[config.mk]
export PLATFORM = sky130hd
export DESIGN_NAME = rv64im_control_decoder
export DESIGN_NICKNAME = d
export VERILOG_FILES = /design/src/hdl/rvdec_pkg.sv /design/src/hdl/rv64im_control_decoder.sv /design/src/hdl/rvdec_decode.sv
export SDC_FILE = /design/constraint.sdc
export NUM_CORES = 1
export LEC_CHECK = 0
export ABC_CLOCK_PERIOD_IN_PS = 3900
export BUFFER_PORTS_ARGS = -buffer_cell sky130_fd_sc_hd__buf_2
export CELL_PAD_IN_SITES_DETAIL_PLACEMENT = 1
export CELL_PAD_IN_SITES_GLOBAL_PLACEMENT = 1
export CORE_AREA = 4 4 74 104
export DETAILED_ROUTE_END_ITERATION = 7
export DIE_AREA = 0 0 78 108
export PLACE_DENSITY_LB_ADDON = 0.15
export SKIP_CTS_REPAIR_TIMING = 1
export SLEW_MARGIN = 20
export SYNTH_ARGS = -nofsm -noshare
export SYNTH_HDL_FRONTEND = slang
export SYNTH_SLANG_ARGS = --single-unit
[constraint.sdc]
create_clock -name clk -period 3.9 [get_ports clk]
set_input_delay 0 -clock clk [delete_from_list [all_inputs] [get_ports clk]]
set_output_delay 0 -clock clk [all_outputs]
set_load 0.005 [all_outputs]
[src/hdl/rvdec_pkg.sv]
// Package with the code types, opcodes and control bundle of the RV64IM control decoder.
package rvdec_pkg;

  typedef enum logic [1:0] {
    BUBBLE_NONE    = 2'd0,
    BUBBLE_NOP     = 2'd1,
    BUBBLE_FP      = 2'd2,
    BUBBLE_UNKNOWN = 2'd3
  } bubble_kind_t;

  typedef enum logic [1:0] {
    SRC_A_RS1  = 2'd0,
    SRC_A_ZERO = 2'd1,
    SRC_A_PC   = 2'd2
  } src_a_t;

  typedef enum logic [1:0] {
    WB_NONE = 2'd0,
    WB_ALU  = 2'd1,
    WB_MEM  = 2'd2,
    WB_PC4  = 2'd3
  } wb_src_t;

  typedef enum logic [4:0] {
    ALU_NONE   = 5'd0,
    ALU_ADD    = 5'd1,
    ALU_SUB    = 5'd2,
    ALU_MUL    = 5'd3,
    ALU_MULH   = 5'd4,
    ALU_MULHSU = 5'd5,
    ALU_MULHU  = 5'd6,
    ALU_DIV    = 5'd7,
    ALU_DIVU   = 5'd8,
    ALU_REM    = 5'd9,
    ALU_REMU   = 5'd10,
    ALU_SLL    = 5'd11,
    ALU_SLT    = 5'd12,
    ALU_SLTU   = 5'd13,
    ALU_XOR    = 5'd14,
    ALU_SRL    = 5'd15,
    ALU_SRA    = 5'd16,
    ALU_OR     = 5'd17,
    ALU_AND    = 5'd18
  } alu_op_t;

  typedef enum logic [3:0] {
    BR_NONE = 4'd0,
    BR_BEQ  = 4'd1,
    BR_BNE  = 4'd2,
    BR_BLT  = 4'd3,
    BR_BGE  = 4'd4,
    BR_BLTU = 4'd5,
    BR_BGEU = 4'd6,
    BR_JAL  = 4'd7,
    BR_JALR = 4'd8
  } branch_kind_t;

  typedef enum logic [2:0] {
    LD_NONE = 3'd0,
    LD_B    = 3'd1,
    LD_H    = 3'd2,
    LD_W    = 3'd3,
    LD_D    = 3'd4,
    LD_BU   = 3'd5,
    LD_HU   = 3'd6,
    LD_WU   = 3'd7
  } load_kind_t;

  typedef enum logic [2:0] {
    ST_NONE = 3'd0,
    ST_B    = 3'd1,
    ST_H    = 3'd2,
    ST_W    = 3'd3,
    ST_D    = 3'd4
  } store_kind_t;

  localparam logic [31:0] NOP_ZERO = 32'h0000_0000;
  localparam logic [31:0] NOP_ADDI = 32'h0000_0013;
  localparam logic [31:0] NOP_ADD  = 32'h0000_0033;

  localparam logic [6:0] OPC_OP      = 7'b0110011;
  localparam logic [6:0] OPC_LOAD    = 7'b0000011;
  localparam logic [6:0] OPC_STORE   = 7'b0100011;
  localparam logic [6:0] OPC_BRANCH  = 7'b1100011;
  localparam logic [6:0] OPC_OP_IMM  = 7'b0010011;
  localparam logic [6:0] OPC_LUI     = 7'b0110111;
  localparam logic [6:0] OPC_AUIPC   = 7'b0010111;
  localparam logic [6:0] OPC_JAL     = 7'b1101111;
  localparam logic [6:0] OPC_JALR    = 7'b1100111;
  localparam logic [6:0] OPC_ODD     = 7'b0000001;
  localparam logic [6:0] OPC_LOAD_FP = 7'b0000111;
  localparam logic [6:0] OPC_STORE_FP = 7'b0100111;
  localparam logic [6:0] OPC_OP_FP   = 7'b1010011;
  localparam logic [6:0] OPC_FMADD   = 7'b1000011;
  localparam logic [6:0] OPC_FMSUB   = 7'b1000111;
  localparam logic [6:0] OPC_FNMSUB  = 7'b1001011;
  localparam logic [6:0] OPC_FNMADD  = 7'b1001111;

  localparam logic [6:0] F7_BASE = 7'b0000000;
  localparam logic [6:0] F7_MEXT = 7'b0000001;
  localparam logic [6:0] F7_ALT  = 7'b0100000;
  localparam logic [5:0] F6_SRL  = 6'b000000;
  localparam logic [5:0] F6_SRA  = 6'b010000;

  localparam logic [2:0] F3_ADD = 3'd0;
  localparam logic [2:0] F3_SR  = 3'd5;

  typedef struct packed {
    bubble_kind_t bubble_kind;
    logic         rd_wen;
    logic         dmem_ren;
    logic         dmem_wen;
    logic         is_branch;
    src_a_t       src_a_select;
    logic         src_b_immediate;
    wb_src_t      writeback_source;
    alu_op_t      alu_operation;
    branch_kind_t branch_kind;
    load_kind_t   load_kind;
    store_kind_t  store_kind;
  } ctrl_t;

endpackage

[src/hdl/rv64im_control_decoder.sv]
// Top level of the RV64IM control decoder: input register, decode logic and result register.
// The decoder takes one instruction word in every cycle in which start is high and busy is
// low; busy is high only while reset is held. The word is captured in an input register,
// decoded by one level of combinational logic and captured again in the result register,
// so each result is shown with out_valid high for exactly one cycle, in the same order
// as the words came in. The receiver cannot stall the block and must take each result in
// the cycle it is shown; the throughput is one word per cycle.
module rv64im_control_decoder (
  input  logic        clk,
  input  logic        rst_n,
  input  logic        start,
  output logic        busy,
  input  logic [31:0] in_instruction,
  output logic        out_valid,
  output logic [1:0]  out_bubble_kind,
  output logic        out_rd_wen,
  output logic        out_dmem_ren,
  output logic        out_dmem_wen,
  output logic        out_is_branch,
  output logic [1:0]  out_src_a_select,
  output logic        out_src_b_immediate,
  output logic [1:0]  out_writeback_source,
  output logic [4:0]  out_alu_operation,
  output logic [3:0]  out_branch_kind,
  output logic [2:0]  out_load_kind,
  output logic [2:0]  out_store_kind
);
  import rvdec_pkg::*;

  logic        in_valid_r;
  logic        in_valid_nxt;
  logic [31:0] instr_r;
  logic        res_valid_r;
  ctrl_t       ctrl_nxt;
  ctrl_t       ctrl_r;

  assign busy         = ~rst_n;
  assign in_valid_nxt = start & ~busy;

  always_ff @(posedge clk) begin
    if (!rst_n) begin
      in_valid_r  <= 1'b0;
      res_valid_r <= 1'b0;
    end else begin
      in_valid_r  <= in_valid_nxt;
      res_valid_r <= in_valid_r;
    end
  end

  always_ff @(posedge clk) begin
    if (in_valid_nxt) begin
      instr_r <= in_instruction;
    end
    if (in_valid_r) begin
      ctrl_r <= ctrl_nxt;
    end
  end

  rvdec_decode u_decode (
    .instruction (instr_r),
    .ctrl        (ctrl_nxt)
  );

  assign out_valid            = res_valid_r;
  assign out_bubble_kind      = ctrl_r.bubble_kind;
  assign out_rd_wen           = ctrl_r.rd_wen;
  assign out_dmem_ren         = ctrl_r.dmem_ren;
  assign out_dmem_wen         = ctrl_r.dmem_wen;
  assign out_is_branch        = ctrl_r.is_branch;
  assign out_src_a_select     = ctrl_r.src_a_select;
  assign out_src_b_immediate  = ctrl_r.src_b_immediate;
  assign out_writeback_source = ctrl_r.writeback_source;
  assign out_alu_operation    = ctrl_r.alu_operation;
  assign out_branch_kind      = ctrl_r.branch_kind;
  assign out_load_kind        = ctrl_r.load_kind;
  assign out_store_kind       = ctrl_r.store_kind;

endmodule

[src/hdl/rvdec_decode.sv]
// Combinational decode of one instruction word into the pipeline control bundle.
module rvdec_decode (
  input  logic [31:0]   instruction,
  output rvdec_pkg::ctrl_t ctrl
);
  import rvdec_pkg::*;

  logic [6:0] opc;
  logic [2:0] f3;
  logic [6:0] f7;
  logic [5:0] f6;

  assign opc = instruction[6:0];
  assign f3  = instruction[14:12];
  assign f7  = instruction[31:25];
  assign f6  = instruction[31:26];

  function automatic alu_op_t base_op(input logic [2:0] sel);
    case (sel)
      3'd0:    base_op = ALU_ADD;
      3'd1:    base_op = ALU_SLL;
      3'd2:    base_op = ALU_SLT;
      3'd3:    base_op = ALU_SLTU;
      3'd4:    base_op = ALU_XOR;
      3'd5:    base_op = ALU_SRL;
      3'd6:    base_op = ALU_OR;
      default: base_op = ALU_AND;
    endcase
  endfunction

  function automatic alu_op_t mext_op(input logic [2:0] sel);
    case (sel)
      3'd0:    mext_op = ALU_MUL;
      3'd1:    mext_op = ALU_MULH;
      3'd2:    mext_op = ALU_MULHSU;
      3'd3:    mext_op = ALU_MULHU;
      3'd4:    mext_op = ALU_DIV;
      3'd5:    mext_op = ALU_DIVU;
      3'd6:    mext_op = ALU_REM;
      default: mext_op = ALU_REMU;
    endcase
  endfunction

  function automatic alu_op_t branch_alu(input logic [2:0] sel);
    case (sel)
      3'd0, 3'd1: branch_alu = ALU_SUB;
      3'd4, 3'd5: branch_alu = ALU_SLT;
      3'd6, 3'd7: branch_alu = ALU_SLTU;
      default:    branch_alu = ALU_NONE;
    endcase
  endfunction

  function automatic branch_kind_t branch_sel(input logic [2:0] sel);
    case (sel)
      3'd0:    branch_sel = BR_BEQ;
      3'd1:    branch_sel = BR_BNE;
      3'd4:    branch_sel = BR_BLT;
      3'd5:    branch_sel = BR_BGE;
      3'd6:    branch_sel = BR_BLTU;
      3'd7:    branch_sel = BR_BGEU;
      default: branch_sel = BR_NONE;
    endcase
  endfunction

  function automatic load_kind_t load_sel(input logic [2:0] sel);
    case (sel)
      3'd0:    load_sel = LD_B;
      3'd1:    load_sel = LD_H;
      3'd2:    load_sel = LD_W;
      3'd3:    load_sel = LD_D;
      3'd4:    load_sel = LD_BU;
      3'd5:    load_sel = LD_HU;
      3'd6:    load_sel = LD_WU;
      default: load_sel = LD_NONE;
    endcase
  endfunction

  function automatic store_kind_t store_sel(input logic [2:0] sel);
    case (sel)
      3'd0:    store_sel = ST_B;
      3'd1:    store_sel = ST_H;
      3'd2:    store_sel = ST_W;
      3'd3:    store_sel = ST_D;
      default: store_sel = ST_NONE;
    endcase
  endfunction

  always_comb begin
    ctrl = '0;
    if (instruction == NOP_ZERO || instruction == NOP_ADDI || instruction == NOP_ADD) begin
      ctrl.bubble_kind = BUBBLE_NOP;
      if (instruction != NOP_ZERO) begin
        ctrl.alu_operation = ALU_ADD;
      end
      if (instruction == NOP_ADDI) begin
        ctrl.src_b_immediate = 1'b1;
      end
    end else if (opc == OPC_LOAD_FP || opc == OPC_STORE_FP || opc == OPC_OP_FP ||
                 opc == OPC_FMADD || opc == OPC_FMSUB || opc == OPC_FNMSUB ||
                 opc == OPC_FNMADD) begin
      ctrl.bubble_kind = BUBBLE_FP;
    end else begin
      case (opc)
        OPC_OP: begin
          ctrl.rd_wen           = 1'b1;
          ctrl.writeback_source = WB_ALU;
          if (f7 == F7_BASE) begin
            ctrl.alu_operation = base_op(f3);
          end else if (f7 == F7_MEXT) begin
            ctrl.alu_operation = mext_op(f3);
          end else if (f7 == F7_ALT && f3 == F3_ADD) begin
            ctrl.alu_operation = ALU_SUB;
          end else if (f7 == F7_ALT && f3 == F3_SR) begin
            ctrl.alu_operation = ALU_SRA;
          end
        end
        OPC_LOAD: begin
          ctrl.src_b_immediate  = 1'b1;
          ctrl.writeback_source = WB_MEM;
          ctrl.rd_wen           = 1'b1;
          ctrl.dmem_ren         = 1'b1;
          ctrl.alu_operation    = ALU_ADD;
          ctrl.load_kind        = load_sel(f3);
        end
        OPC_STORE: begin
          ctrl.src_b_immediate = 1'b1;
          ctrl.dmem_wen        = 1'b1;
          ctrl.alu_operation   = ALU_ADD;
          ctrl.store_kind      = store_sel(f3);
        end
        OPC_BRANCH: begin
          ctrl.is_branch     = 1'b1;
          ctrl.alu_operation = branch_alu(f3);
          ctrl.branch_kind   = branch_sel(f3);
        end
        OPC_OP_IMM: begin
          ctrl.src_b_immediate  = 1'b1;
          ctrl.rd_wen           = 1'b1;
          ctrl.writeback_source = WB_ALU;
          if (f3 == F3_SR) begin
            if (f6 == F6_SRL) begin
              ctrl.alu_operation = ALU_SRL;
            end else if (f6 == F6_SRA) begin
              ctrl.alu_operation = ALU_SRA;
            end
          end else begin
            ctrl.alu_operation = base_op(f3);
          end
        end
        OPC_LUI: begin
          ctrl.src_b_immediate  = 1'b1;
          ctrl.rd_wen           = 1'b1;
          ctrl.writeback_source = WB_ALU;
          ctrl.src_a_select     = SRC_A_ZERO;
          ctrl.alu_operation    = ALU_ADD;
        end
        OPC_AUIPC: begin
          ctrl.src_b_immediate  = 1'b1;
          ctrl.rd_wen           = 1'b1;
          ctrl.writeback_source = WB_ALU;
          ctrl.src_a_select     = SRC_A_PC;
          ctrl.alu_operation    = ALU_ADD;
        end
        OPC_JAL: begin
          ctrl.rd_wen           = 1'b1;
          ctrl.is_branch        = 1'b1;
          ctrl.writeback_source = WB_PC4;
          ctrl.src_a_select     = SRC_A_PC;
          ctrl.src_b_immediate  = 1'b1;
          ctrl.alu_operation    = ALU_ADD;
          ctrl.branch_kind      = BR_JAL;
        end
        OPC_JALR: begin
          ctrl.src_b_immediate  = 1'b1;
          ctrl.rd_wen           = 1'b1;
          ctrl.is_branch        = 1'b1;
          ctrl.writeback_source = WB_PC4;
          ctrl.alu_operation    = ALU_ADD;
          ctrl.branch_kind      = BR_JALR;
        end
        OPC_ODD: begin
          ctrl.rd_wen           = 1'b1;
          ctrl.writeback_source = WB_ALU;
        end
        default: begin
          ctrl.bubble_kind = BUBBLE_UNKNOWN;
        end
      endcase
    end
  end

endmodule

## Yosys cells after proc, flatten, opt, wreduce, memory -nomap -nowiden

Index checks and enable logic that the tools add are counted.

- Add/sub/neg operators: 0
- Multipliers: 0
- Divide/modulo/power cells: 0
- Order comparisons: 0
- Equality and inequality tests: 29
- Shift operators: 0
- Muxes and demuxes: 32
- Bitwise operators: 4
- Reductions and logical operators: 29

Operators by type and width:

| cell | number |
|---|---|
| equality test 7 bit (second input constant) | 8 |
| two-way mux 5 bit | 8 |
| equality test 7 x 6 -> 1 bit (second input constant) | 5 |
| case mux 5 bit (7 select lines) | 1 |
| equality test 32 x 5 -> 1 bit (second input constant) | 1 |
| equality test 32 x 6 -> 1 bit (second input constant) | 1 |
| logical NOT 32 bit | 1 |
| nonzero test 32 bit | 1 |
| case mux 5 bit (6 select lines) | 1 |
| case mux 4 bit (7 select lines) | 1 |
| case mux 4 bit (3 select lines) | 2 |
| case mux 3 bit (7 select lines) | 1 |
| case mux 5 bit (4 select lines) | 1 |
| two-way mux 18 bit | 1 |
| case mux 3 bit (6 select lines) | 1 |
| equality test 7 x 1 -> 1 bit (second input constant) | 2 |
| equality test 7 x 5 -> 1 bit (second input constant) | 2 |
| equality test 3 bit (second input constant) | 4 |
| case mux 3 bit (4 select lines) | 1 |
| OR reduction 2 bit | 6 |
| OR reduction 10 bit | 1 |
| OR reduction 3 bit | 3 |
| logical OR 1 bit | 8 |
| two-way mux 1 bit | 8 |
| other kinds (19) | 25 |

- Register bits after elaboration: 60
- Latch bits: 0
- Memory bits (writable): 0
- Bits in read-only memories: 0
- Bits of input ports: 35
- Logic and storage cells: 109
- Memories: 0

## Longest topological paths before layout

Gate-level depths: netlist of the first run.

- Depth in word-level cells: 9
- Depth in mapped cells: 8
- Mapped depth without buffers: 7

## Modules after synthesis

Synthesis of the first run repeated with hierarchy kept, for this count alone.

- Cell total of the unflattened synthesis: 193
- Area total of the unflattened synthesis: 2,612.5 µm²

Modules (own cells, without submodules):

| module | instances | cells an instance | area an instance (µm²) |
|---|---|---|---|
| rv64im_control_decoder | 1 | 64 | 1,804.2 |
| rvdec_decode | 1 | 129 | 808.3 |

## Least setup slack after synthesis of the first run

Ideal clock, no wire load.

- Path type: register to register
- From: reg instr_r[27]
- To: reg ctrl_r, in the netlist out_alu_operation[2] (data pin)
- Setup time: 0.265 ns
- Data arrival time: 1.930 ns
- Slack: 1.705 ns
- Cell stages (with the launch flop): 6
- Path buffers: 0
- Clock period less this slack: 2.195 ns
- Cells stage by stage: edfxtp_1 -> or4_4 -> or3_4 -> or4_4 -> nand3_1 -> a31oi_1

- Cells in the longest elaborated chain, start to end: 8
- Elaborated cells on any way between the ends: 18
- Those cells by class: eq/ne: 4; mux: 8; reduce/logical: 6

RTL lines:

| what | line | RTL |
|---|---|---|
| start: declaration | rv64im_control_decoder.sv:32 | `logic [31:0] instr_r;` |
| start signal: assignment | rv64im_control_decoder.sv:52 | `instr_r <= in_instruction;` |
| equality test 7 x 6 -> 1 bit | rvdec_decode.sv:111 | `end else if (f7 == F7_ALT && f3 == F3_ADD) begin` |
| logical AND 1 bit | rvdec_decode.sv:111 |  |
| two-way mux 5 bit | rvdec_decode.sv:111 |  |
| two-way mux 5 bit | rvdec_decode.sv:109 | `end else if (f7 == F7_MEXT) begin` |
| two-way mux 5 bit | rvdec_decode.sv:107 | `if (f7 == F7_BASE) begin` |
| case mux 5 bit (4 select lines) | rvdec_decode.sv:103 | `case (opc)` |
| two-way mux 18 bit | rvdec_decode.sv:98 | `end else if (opc == OPC_LOAD_FP \|\| opc == OPC_STORE_FP \|\| opc == OPC_OP_FP \|\|` |
| two-way mux 5 bit * | rvdec_decode.sv:90 | `if (instruction == NOP_ZERO \|\| instruction == NOP_ADDI \|\| instruction == NOP_ADD) begin` |
| end signal: assignment | rv64im_control_decoder.sv:55 | `ctrl_r <= ctrl_nxt;` |
| end: declaration | rv64im_control_decoder.sv:35 | `ctrl_t ctrl_r;` |

Every way passes the cells marked *; elsewhere a longest branch is shown, timed or not.
A chain may end at the register's enable or synchronous reset.

## Worst setup path after layout of the first run

- From: reg instr_r[13]
- To: reg ctrl_r, in the netlist out_alu_operation[2] (data pin)

- Cells in the longest elaborated chain, start to end: 8
- Elaborated cells on any way between the ends: 28
- Those cells by class: eq/ne: 9; mux: 11; reduce/logical: 8

RTL lines:

| what | line |
|---|---|
| branches (longest 7 deep; another with two-way mux 18 bit) | - |
| two-way mux 5 bit * | rvdec_decode.sv:90 |

Every way passes the cells marked *.

==> metrics.md, run 1 <==
| Metric | Value |
|---|---|
| Maximum VDD drop | 258 uV |
| Worst Path Class, Setup | reg -> reg |
| MaxCap Viol Count | 0 |
| Count of routing violations after the opening detailed-route iteration | 153 |
| Met2 usage in global routing | 0.272 |
| Row Count | 36 |
| Skew final | 0.00521 ns |
| Initial antenna violation count | 0 |
| Total wire length | 6.44 mm |
| Mean post-synth cell area | 12.4 um2 |
| DIE WIDTH | 78 um |
| Status | finished clean |
| Leading register cell type out of synthesis | sky130_fd_sc_hd__edfxtp_1 |
| Final max-slew violation count | 0 |
| Pin count of the biggest net entering global routing | 33 |
| Number of detailed-routing iterations run before antenna repair | 4 |
| Netlist area before placement | 0.00267 mm2 |
| Distinct cells, synth | 43 |
| Top Usage Layer GRT | met2 |
| Synth Net Count | 254 |
| Register bit count reported by yosys | 60 |
| Wire length of the first global-routing pass | 9.73 mm |
| CTS tree | yes |
| Adder-cell share of the synthesized area | 0.0188 |
| Simple logic cell fraction of the synthesized area | 0.169 |
| Fmax achieved | 420 MHz |
| Total leakage power | 0.00131 uW |
| Clock buffers created by TritonCTS | 9 |
| Largest area contributor in the netlist | sky130_fd_sc_hd__edfxtp_1 |
| Worst Hold Slack | 0.362 ns |
| Final setup TNS | 0 ns |
| Number of global-route vias before repair | 2015 |
| Cell at the root of the clock tree | sky130_fd_sc_hd__clkbuf_8 |
| RSZ-0062 raised after global routing | false |
| Portion of netlist area occupied by mux cells | 0 |
| Final worst-path setup slack | 1.52 ns |
| Kind of capture point of the worst setup path | register |
| Synth area leaders | sky130_fd_sc_hd__edfxtp_1 65%, sky130_fd_sc_hd__a21oi_1 3.0%, sky130_fd_sc_hd__nor2_1 2.7% |
| Number of synthesized flops with an enable pin | 58 |
| Core outline area | 0.00680 mm2 |
| Post-route core utilization | 0.532 |
| Pwr Density | 419 mW/mm2 |
| Total congestion overflow after global routing | 0 |
| Number of clock sinks seen by CTS | 60 |
| Area grow syn2layout | 35.8% |
| Detailed placement HPWL | 4.38 mm |
| Area share of the largest cell type after synthesis | 0.654 |
| Data arrival time of the worst path | 2.46 ns |
| Warnings, synthesis | 0 |
| Transition time of the tightest slew-check pin | 0.809 ns |
| Synthesized-area fraction occupied by xor and xnor cells | 0 |
| Clock latency on the worst-skew pair | 0.34 ns |
| Synth Instances | 215 |
| Kind of start point of the critical path | register |
| Rel. slew slack | 0.461 |
| Full die area | 0.00842 mm2 |
| Inserted Diodes | 0 |
| Highest fanout seen on the critical path | 13 |
| Portion of the clock cycle consumed by the worst path in the final layout | 0.610 |
| Path category of the worst min-delay check | in -> reg |
| Global routing met1 resource utilization | 0.169 |
| Synth async-reset ratio | 0 |
| Number of nets in the layout | 350 |
| H-Tree Level Count | 3 |
| Post-route minimum period | 2.38 ns |
| Clk buf depth | 2 |
| Number of endpoints with negative hold slack in the final report | 0 |
| Height of the die | 108 um |
| Combinational family with the most area after synthesis | simple AND/OR/NAND/NOR gates |
| Post-DR vias/cell | 4.99 |
| Initial Util | 0.392 |
| IO Port Bufs | 62 |
| Remaining routing DRC violations | 0 |
| Register clock-pin slew on the reported worst setup and hold paths | 0.07 ns |
| Number of antenna-violating nets in the routed design | 0 |
| Required time at the worst-slack endpoint | 3.98 ns |
| Final setup violation count | 0 |
| Total routing resource utilization after global routing | 0.155 |
| DR WL/cell | 15.7 um |
| Sequential area share after synthesis | 0.669 |
| Post-Place Worst Slack | 1.51 ns |
| Fraction of layout cells with a size suffix above 1 | 0.266 |
| Number of top-level pins | 63 |
| Total number of vias | 2052 |
| Compound-gate portion of the synthesized area | 0.114 |
| RePlAce Congestion | 0.852 |
| Met3 Usage GRT | 0.0450 |
## registers in the layout, indices dropped and copies added (netlist names), 2 cells and up
name,count
out_bubble_kind,2
out_src_a_select,2
instr_r,32
out_store_kind,3
out_branch_kind,4
out_alu_operation,5
out_load_kind,3
out_writeback_source,2
## metal layers
| layer | up-vias | routed length [um] |
|---|---|---|
| met3 | 10 | 316 |
| met5 | - | 0 |
| met4 | 0 | 121 |
| met1 | 971 | 2520 |
| li1 | 1016 | - |
| met2 | 55 | 3490 |
## kinds of logic after synthesis
kind of cell / Yosys count
and+or+nand+nor: 84
DFF: 60
AOI/OAI and AO/OA: 46
buffers and inverters: 21
adders and majority gates: 4
## placed cells by master, fill, tap and decap left out, types with 7 or more instances in the layout
cell                             n
sky130_fd_sc_hd__nor2_1         19
sky130_fd_sc_hd__nor4_1          7
sky130_fd_sc_hd__buf_2          62
sky130_fd_sc_hd__a21oi_1        16
sky130_fd_sc_hd__o21ai_0         8
sky130_fd_sc_hd__clkbuf_8        9
sky130_fd_sc_hd__nand2_1        14
sky130_fd_sc_hd__inv_1           8
sky130_fd_sc_hd__nor3_1          8
sky130_fd_sc_hd__edfxtp_1       58
sky130_fd_sc_hd__dlygate4sd3_1  35
## power breakdown
part	switching, uW	leakage, uW	total, uW	internal (uW)
Combinational	63.1	0.000676	134	71.2
Sequential	33.5	0.000535	783	750
Clock	243	0.0000989	599	356
Total	340	0.00131	1520	1180
## synthesized netlist by cell type (2+ instances only)
library cell and n:
sky130_fd_sc_hd__o22ai_1 2, sky130_fd_sc_hd__nor4_1 7, sky130_fd_sc_hd__o32ai_1 2, sky130_fd_sc_hd__a311oi_1 2, sky130_fd_sc_hd__edfxtp_1 58, sky130_fd_sc_hd__nand2b_1 4, sky130_fd_sc_hd__dfxtp_1 2, sky130_fd_sc_hd__inv_1 8
sky130_fd_sc_hd__ha_1 4, sky130_fd_sc_hd__nor3_1 8, sky130_fd_sc_hd__nand4_1 5, sky130_fd_sc_hd__clkbuf_1 13, sky130_fd_sc_hd__nor2b_1 3, sky130_fd_sc_hd__or4_4 2, sky130_fd_sc_hd__nand2_1 14, sky130_fd_sc_hd__or3_1 3
sky130_fd_sc_hd__and2_1 6, sky130_fd_sc_hd__nor2_1 19, sky130_fd_sc_hd__a2111oi_0 2, sky130_fd_sc_hd__o21ai_0 8, sky130_fd_sc_hd__a21oi_1 16, sky130_fd_sc_hd__nand3_1 6
## stage by stage
step	instance area, um2	power (uW)	std cells
after floorplan	2670	849	215
after global placement	3050	900	360
after detailed placement	3050	906	360
after CTS	3270	1510	376
after global routing	3620	1580	411
final	3620	1520	411
## final timing paths
path	slack [ns]	from	end	cells past startpoint
setup / recovery	1.52	instr_r[13]$_DFFE_PP_	out_alu_operation[2]$_SDFFCE_PP0P_	7
hold / removal	0.36	in_instruction[8]	instr_r[8]$_DFFE_PP_	2
setup reg to reg	1.52	instr_r[13]$_DFFE_PP_	out_alu_operation[2]$_SDFFCE_PP0P_	7
hold reg to reg	0.74	in_valid_r$_SDFF_PN0_	out_bubble_kind[1]$_SDFFCE_PP0P_	0
## final cells by class
class | instances | area [um2]
Clock buffer | 9 | 124
Tap cell | 95 | 119
Timing Repair Buffer | 98 | 668
Clock inverter | 7 | 91.3
Multi-Input combinational cell | 134 | 805
Fill cell | 738 | 3180
Sequential cell | 60 | 1780
Inverter | 8 | 30.0
## worst max-delay path: stages, from the launching register on
cell and delay (ns):
sky130_fd_sc_hd__edfxtp_1 0.42, sky130_fd_sc_hd__inv_1 0.11, sky130_fd_sc_hd__ha_1 0.43, sky130_fd_sc_hd__nor3b_1 0.34, sky130_fd_sc_hd__nand4_1 0.14, sky130_fd_sc_hd__or4_4 0.48, sky130_fd_sc_hd__nand3_1 0.15, sky130_fd_sc_hd__a31oi_1 0.05
(Power assumes the default switching activity.)
==> run 2, diff against run 1 <==
Settings changed: ABC_AREA from default to 1, ABC_CLOCK_PERIOD_IN_PS 3900 to 2300, CORE_AREA 4 4 74 104 to 4 4 76 107, DIE_AREA 0 0 78 108 to 0 0 80 111.
Clock period 3.9 ns to 2.3 ns, I/O delays scaled along.
==> run 2 against run 1 <==
Combinational power is 93% higher. Total power is 56% higher. Maximum frequency is 24% higher. Area after synthesis is 5.2% higher. Largest cell class unchanged. Highest routed layer unchanged.
==> metrics.md, run 2 <==
| Metric | Value |
|---|---|
| Core outline area | 0.00722 mm2 (was 0.00680 mm2) |
| Detailed placement HPWL | 4.88 mm (was 4.38 mm) |
| Total congestion overflow after global routing | 0 (unchanged) |
| Rel. slew slack | 0.584 (was 0.461) |
| DIE WIDTH | 80 um (was 78 um) |
| Post-Layout Inst Area | 0.00375 mm2 (was 0.00362 mm2) |
| Skew final | 0.00404 ns (was 0.00521 ns) |
| Count of routing violations after the opening detailed-route iteration | 78 (was 153) |
| Number of cells traversed by the worst register-to-register path | 10 (was 7) |
| Most frequent cells in the layout | 62 x sky130_fd_sc_hd__buf_2, 60 x sky130_fd_sc_hd__nand2_1, 58 x sky130_fd_sc_hd__edfxtp_1 (was 62 x sky130_fd_sc_hd__buf_2, 58 x sky130_fd_sc_hd__edfxtp_1, 35 x sky130_fd_sc_hd__dlygate4sd3_1) |
| Clock latency on the worst-skew pair | 0.34 ns (about the same) |
| Number of synthesized flops with an enable pin | 58 (unchanged) |
| Worst flop-to-flop path startpoint | instr_r[12]$_DFFE_PP_ (was instr_r[13]$_DFFE_PP_) |
| DR WL/cell | 13.2 um (was 15.7 um) |
| Warnings, synthesis | 0 (unchanged) |
| Synth area leaders | sky130_fd_sc_hd__edfxtp_1 62%, sky130_fd_sc_hd__nand2_1 8.0%, sky130_fd_sc_hd__nor2_1 7.5% (was sky130_fd_sc_hd__edfxtp_1 65%, sky130_fd_sc_hd__a21oi_1 3.0%, sky130_fd_sc_hd__nor2_1 2.7%) |
| Remaining routing DRC violations | 0 (unchanged) |
| Register bit count reported by yosys | 60 (unchanged) |
| Commonest cells in the synthesized netlist | 60 x sky130_fd_sc_hd__nand2_1, 58 x sky130_fd_sc_hd__edfxtp_1, 56 x sky130_fd_sc_hd__nor2_1, 28 x sky130_fd_sc_hd__inv_1, 17 x sky130_fd_sc_hd__nand3_1 (was 58 x sky130_fd_sc_hd__edfxtp_1, 19 x sky130_fd_sc_hd__nor2_1, 16 x sky130_fd_sc_hd__a21oi_1, 14 x sky130_fd_sc_hd__nand2_1, 13 x sky130_fd_sc_hd__clkbuf_1) |
| Hold path start | in_instruction[11] (was in_instruction[8]) |
| Switching part of the total | 0.238 (was 0.224) |
| Worst Path Class, Setup | reg -> reg (unchanged) |
| Crit path max-delay family | compound AO/OA/AOI/OAI gates (was simple AND/OR/NAND/NOR gates) |
| Number of top-level pins | 63 (unchanged) |
| Synth Net Count | 316 (was 254) |
| Netlist area before placement | 0.00280 mm2 (was 0.00267 mm2) |
| Distinct cells, synth | 27 (was 43) |
| H-Tree Level Count | 3 (unchanged) |
| Maximum VDD drop | 381 uV (was 258 uV) |
| Clk buf depth | 2 (unchanged) |
| Total number of vias | 2215 (was 2052) |
| Register share of total power | 0.550 (was 0.517) |
| Leading register cell type out of synthesis | sky130_fd_sc_hd__edfxtp_1 (unchanged) |
| Full die area | 0.00888 mm2 (was 0.00842 mm2) |
| Final setup TNS | 0 ns (unchanged) |
| Fmax achieved | 520 MHz (was 420 MHz) |
| Inserted Diodes | 0 (unchanged) |
| Max incr delay on CP | 0.51 ns (was 0.48 ns) |
| Final worst-path setup slack | 0.375 ns (was 1.52 ns) |
| Share of total power in combinational logic | 0.109 (was 0.089) |
| Row Count | 37 (was 36) |
| Wire length of the first global-routing pass | 10.0 mm (was 9.73 mm) |
| Portion of the clock cycle consumed by the worst path in the final layout | 0.837 (was 0.610) |
| Required time at the worst-slack endpoint | 2.39 ns (was 3.98 ns) |
| Total leakage power | 0.00165 uW (was 0.00131 uW) |
| WHS Endpoint | instr_r[11]$_DFFE_PP_ (was instr_r[8]$_DFFE_PP_) |
| RePlAce Congestion | 0.915 (was 0.852) |
| Largest area contributor in the netlist | sky130_fd_sc_hd__edfxtp_1 (unchanged) |
| Number of flip-flops under the largest register name | 32 (unchanged) |
| RSZ-0062 raised after global routing | false (unchanged) |
| Cell at the root of the clock tree | sky130_fd_sc_hd__clkbuf_8 (unchanged) |
| Initial Util | 0.388 (was 0.392) |
| Most common cell after layout, fill and taps aside | sky130_fd_sc_hd__buf_2 (unchanged) |
| Number of clock sinks seen by CTS | 60 (unchanged) |
| MaxCap Viol Count | 0 (unchanged) |
| Number of buffer and inverter stages on the critical path | 1 (unchanged) |
| Clock buffers created by TritonCTS | 9 (unchanged) |
| Number of global-route vias before repair | 2107 (was 2015) |
| Mean post-synth cell area | 10.1 um2 (was 12.4 um2) |
| P_sw | 562 uW (was 340 uW) |
| Synth async-reset ratio | 0 (unchanged) |
| Pwr Density | 631 mW/mm2 (was 419 mW/mm2) |
| Worst hold stages | 2 (unchanged) |
| Register clock-pin slew on the reported worst setup and hold paths | 0.06 ns (was 0.07 ns) |
| Cell type with the highest occurrence count on the critical path | sky130_fd_sc_hd__nand2_1 |
| Total wire length | 6.44 mm (about the same) |
| Initial antenna violation count | 0 (unchanged) |
| Synth Instances | 277 (was 215) |
| Transition time of the tightest slew-check pin | 0.618 ns (was 0.809 ns) |
| Number of detailed-routing iterations run before antenna repair | 5 (was 4) |
| Kind of start point of the critical path | register (unchanged) |
| Most used standard cell by instance count after synthesis | sky130_fd_sc_hd__nand2_1 (was sky130_fd_sc_hd__edfxtp_1) |
| Highest fanout seen on the critical path | 4 (was 13) |
| Post-Place Worst Slack | 0.351 ns (was 1.51 ns) |
| Slowest stage cell, crit path | sky130_fd_sc_hd__o21ai_0 (was sky130_fd_sc_hd__or4_4) |
| Path category of the worst min-delay check | in -> reg (unchanged) |
| Area grow syn2layout | 33.8% (was 35.8%) |
| IO Port Bufs | 62 (unchanged) |
| Total routing resource utilization after global routing | 0.151 (was 0.155) |
| Register with the most flip-flops | instr_r (unchanged) |
| Final setup violation count | 0 (unchanged) |
| Clk network pwr share | 0.341 (was 0.395) |
| Int Power | 1800 uW (was 1180 uW) |
| Post-route minimum period | 1.92 ns (was 2.38 ns) |
| R2R Setup Slk | 0.38 ns (was 1.52 ns) |
| Number of antenna-violating nets in the routed design | 0 (unchanged) |
| Endpoint of the lowest-slack register-to-register path | out_alu_operation[2]$_SDFFCE_PP0P_ (unchanged) |
| Filler Cell Count | 835 (was 738) |
| Height of the die | 111 um (was 108 um) |
| Kind of capture point of the worst setup path | register (unchanged) |
| Number of nets in the layout | 424 (was 350) |
| Status | finished clean (unchanged) |
| Cell area after placement | 0.00324 mm2 (was 0.00305 mm2) |
| Sequential area share after synthesis | 0.636 (was 0.669) |
| Post-DR vias/cell | 4.55 (was 4.99) |
| Final max-slew violation count | 0 (unchanged) |
| Number of endpoints with negative hold slack in the final report | 0 (unchanged) |
| Fraction of layout cells with a size suffix above 1 | 0.267 (was 0.266) |
| Pin count of the biggest net entering global routing | 27 (was 33) |
| Data arrival time of the worst path | 2.01 ns (was 2.46 ns) |
| Area share of the largest cell type after synthesis | 0.621 (was 0.654) |
| Ordered list of cells on the worst path | inv_1, ha_1, o21ai_0, nand2_1, nand2_1, nand2_1, nand3_1, nand2_1, nor2_1, nor2_1 (was inv_1, ha_1, nor3b_1, nand4_1, or4_4, nand3_1, a31oi_1) |
| CTS tree | yes (unchanged) |
==> run 2: cell count changes after synthesis, sizes merged, moves of 6 or more <==
| cell | delta |
|---|---|
| a21oi | -12 |
| and2 | -6 |
| clkbuf | -13 |
| inv | +26 |
| nand2 | +56 |
| nand3 | +12 |
| nor2 | +45 |
| nor4 | -7 |
==> run 2: worst max-delay path by stage <==
stage	startpoint	end	slack, ns	cells after the start
2_1_floorplan	instr_r[12]$_DFFE_PP_	out_alu_operation[2]$_SDFFCE_PP0P_	0.64	11
3_3_place_gp	instr_r[12]$_DFFE_PP_	out_alu_operation[2]$_SDFFCE_PP0P_	0.41	9
3_5_place_dp	instr_r[13]$_DFFE_PP_	out_alu_operation[2]$_SDFFCE_PP0P_	0.35	11
4_1_cts	instr_r[13]$_DFFE_PP_	out_alu_operation[2]$_SDFFCE_PP0P_	0.35	11
5_1_grt	instr_r[12]$_DFFE_PP_	out_alu_operation[1]$_SDFFCE_PP0P_	0.14	9
6_report	instr_r[12]$_DFFE_PP_	out_alu_operation[2]$_SDFFCE_PP0P_	0.38	10
==> run 2: logic make-up (layout without fill, tap and decap cells) <==
group           Yosys count  after routing  share of synthesized area
flops                    60             60                      0.636
fa+ha+maj                 4              4                     0.0179
buf+inv                  36            149                     0.0509
compound gates           16             16                     0.0317
simple gates            161            161                      0.264
==> run 2: final cells by class <==
type | instances | area, um2 | share of cell area
clock buffer | 12 | 145 | 0.0387
clock inverter | 4 | 25.0 | 0.00668
inverter | 35 | 131 | 0.0350
multi-input combinational | 181 | 878 | 0.234
sequential | 60 | 1780 | 0.475
tap | 97 | 121 | 0.0324
timing repair buffer | 98 | 666 | 0.178
==> run 2: per-layer routing <==
layer  vias to the layer above  GRT usage  part of all wire
li1                       1133          -                 -
met1                      1011      0.167              0.40
met2                        60      0.254              0.53
met3                        11     0.0488             0.045
met4                         0     0.0767             0.024
met5                         -          0                 0
==> run 2: worst register-to-register path: stages (launching register included) <==
cell and delay [ns]:
sky130_fd_sc_hd__edfxtp_1 0.37, sky130_fd_sc_hd__inv_1 0.08, sky130_fd_sc_hd__ha_1 0.23, sky130_fd_sc_hd__o21ai_0 0.51, sky130_fd_sc_hd__nand2_1 0.11, sky130_fd_sc_hd__nand2_1 0.08
sky130_fd_sc_hd__nand2_1 0.05, sky130_fd_sc_hd__nand3_1 0.06, sky130_fd_sc_hd__nand2_1 0.05, sky130_fd_sc_hd__nor2_1 0.09, sky130_fd_sc_hd__nor2_1 0.05
==> run 2: stage by stage <==
step | total power (uW) | utilization | std cells | hold WS (ns)
2_1_floorplan | 1450 | - | 277 | 0.0265
3_3_place_gp | 1530 | 0.448 | 437 | 0.177
3_5_place_dp | 1540 | 0.448 | 437 | 0.178
4_1_cts | 2360 | 0.472 | 453 | -0.196
5_1_grt | 2500 | 0.519 | 487 | 0.334
6_report | 2370 | 0.519 | 487 | 0.364
==> run 2: power groups by stage <==
stage / Sequential, uW / Clock (uW) / Combinational [uW]
floorplan: 1330 / 0 / 116
global route: 1310 / 904 / 290
CTS: 1300 / 842 / 217
detailed placement: 1330 / 0 / 215
finish: 1300 / 806 / 258
global placement: 1320 / 0 / 210
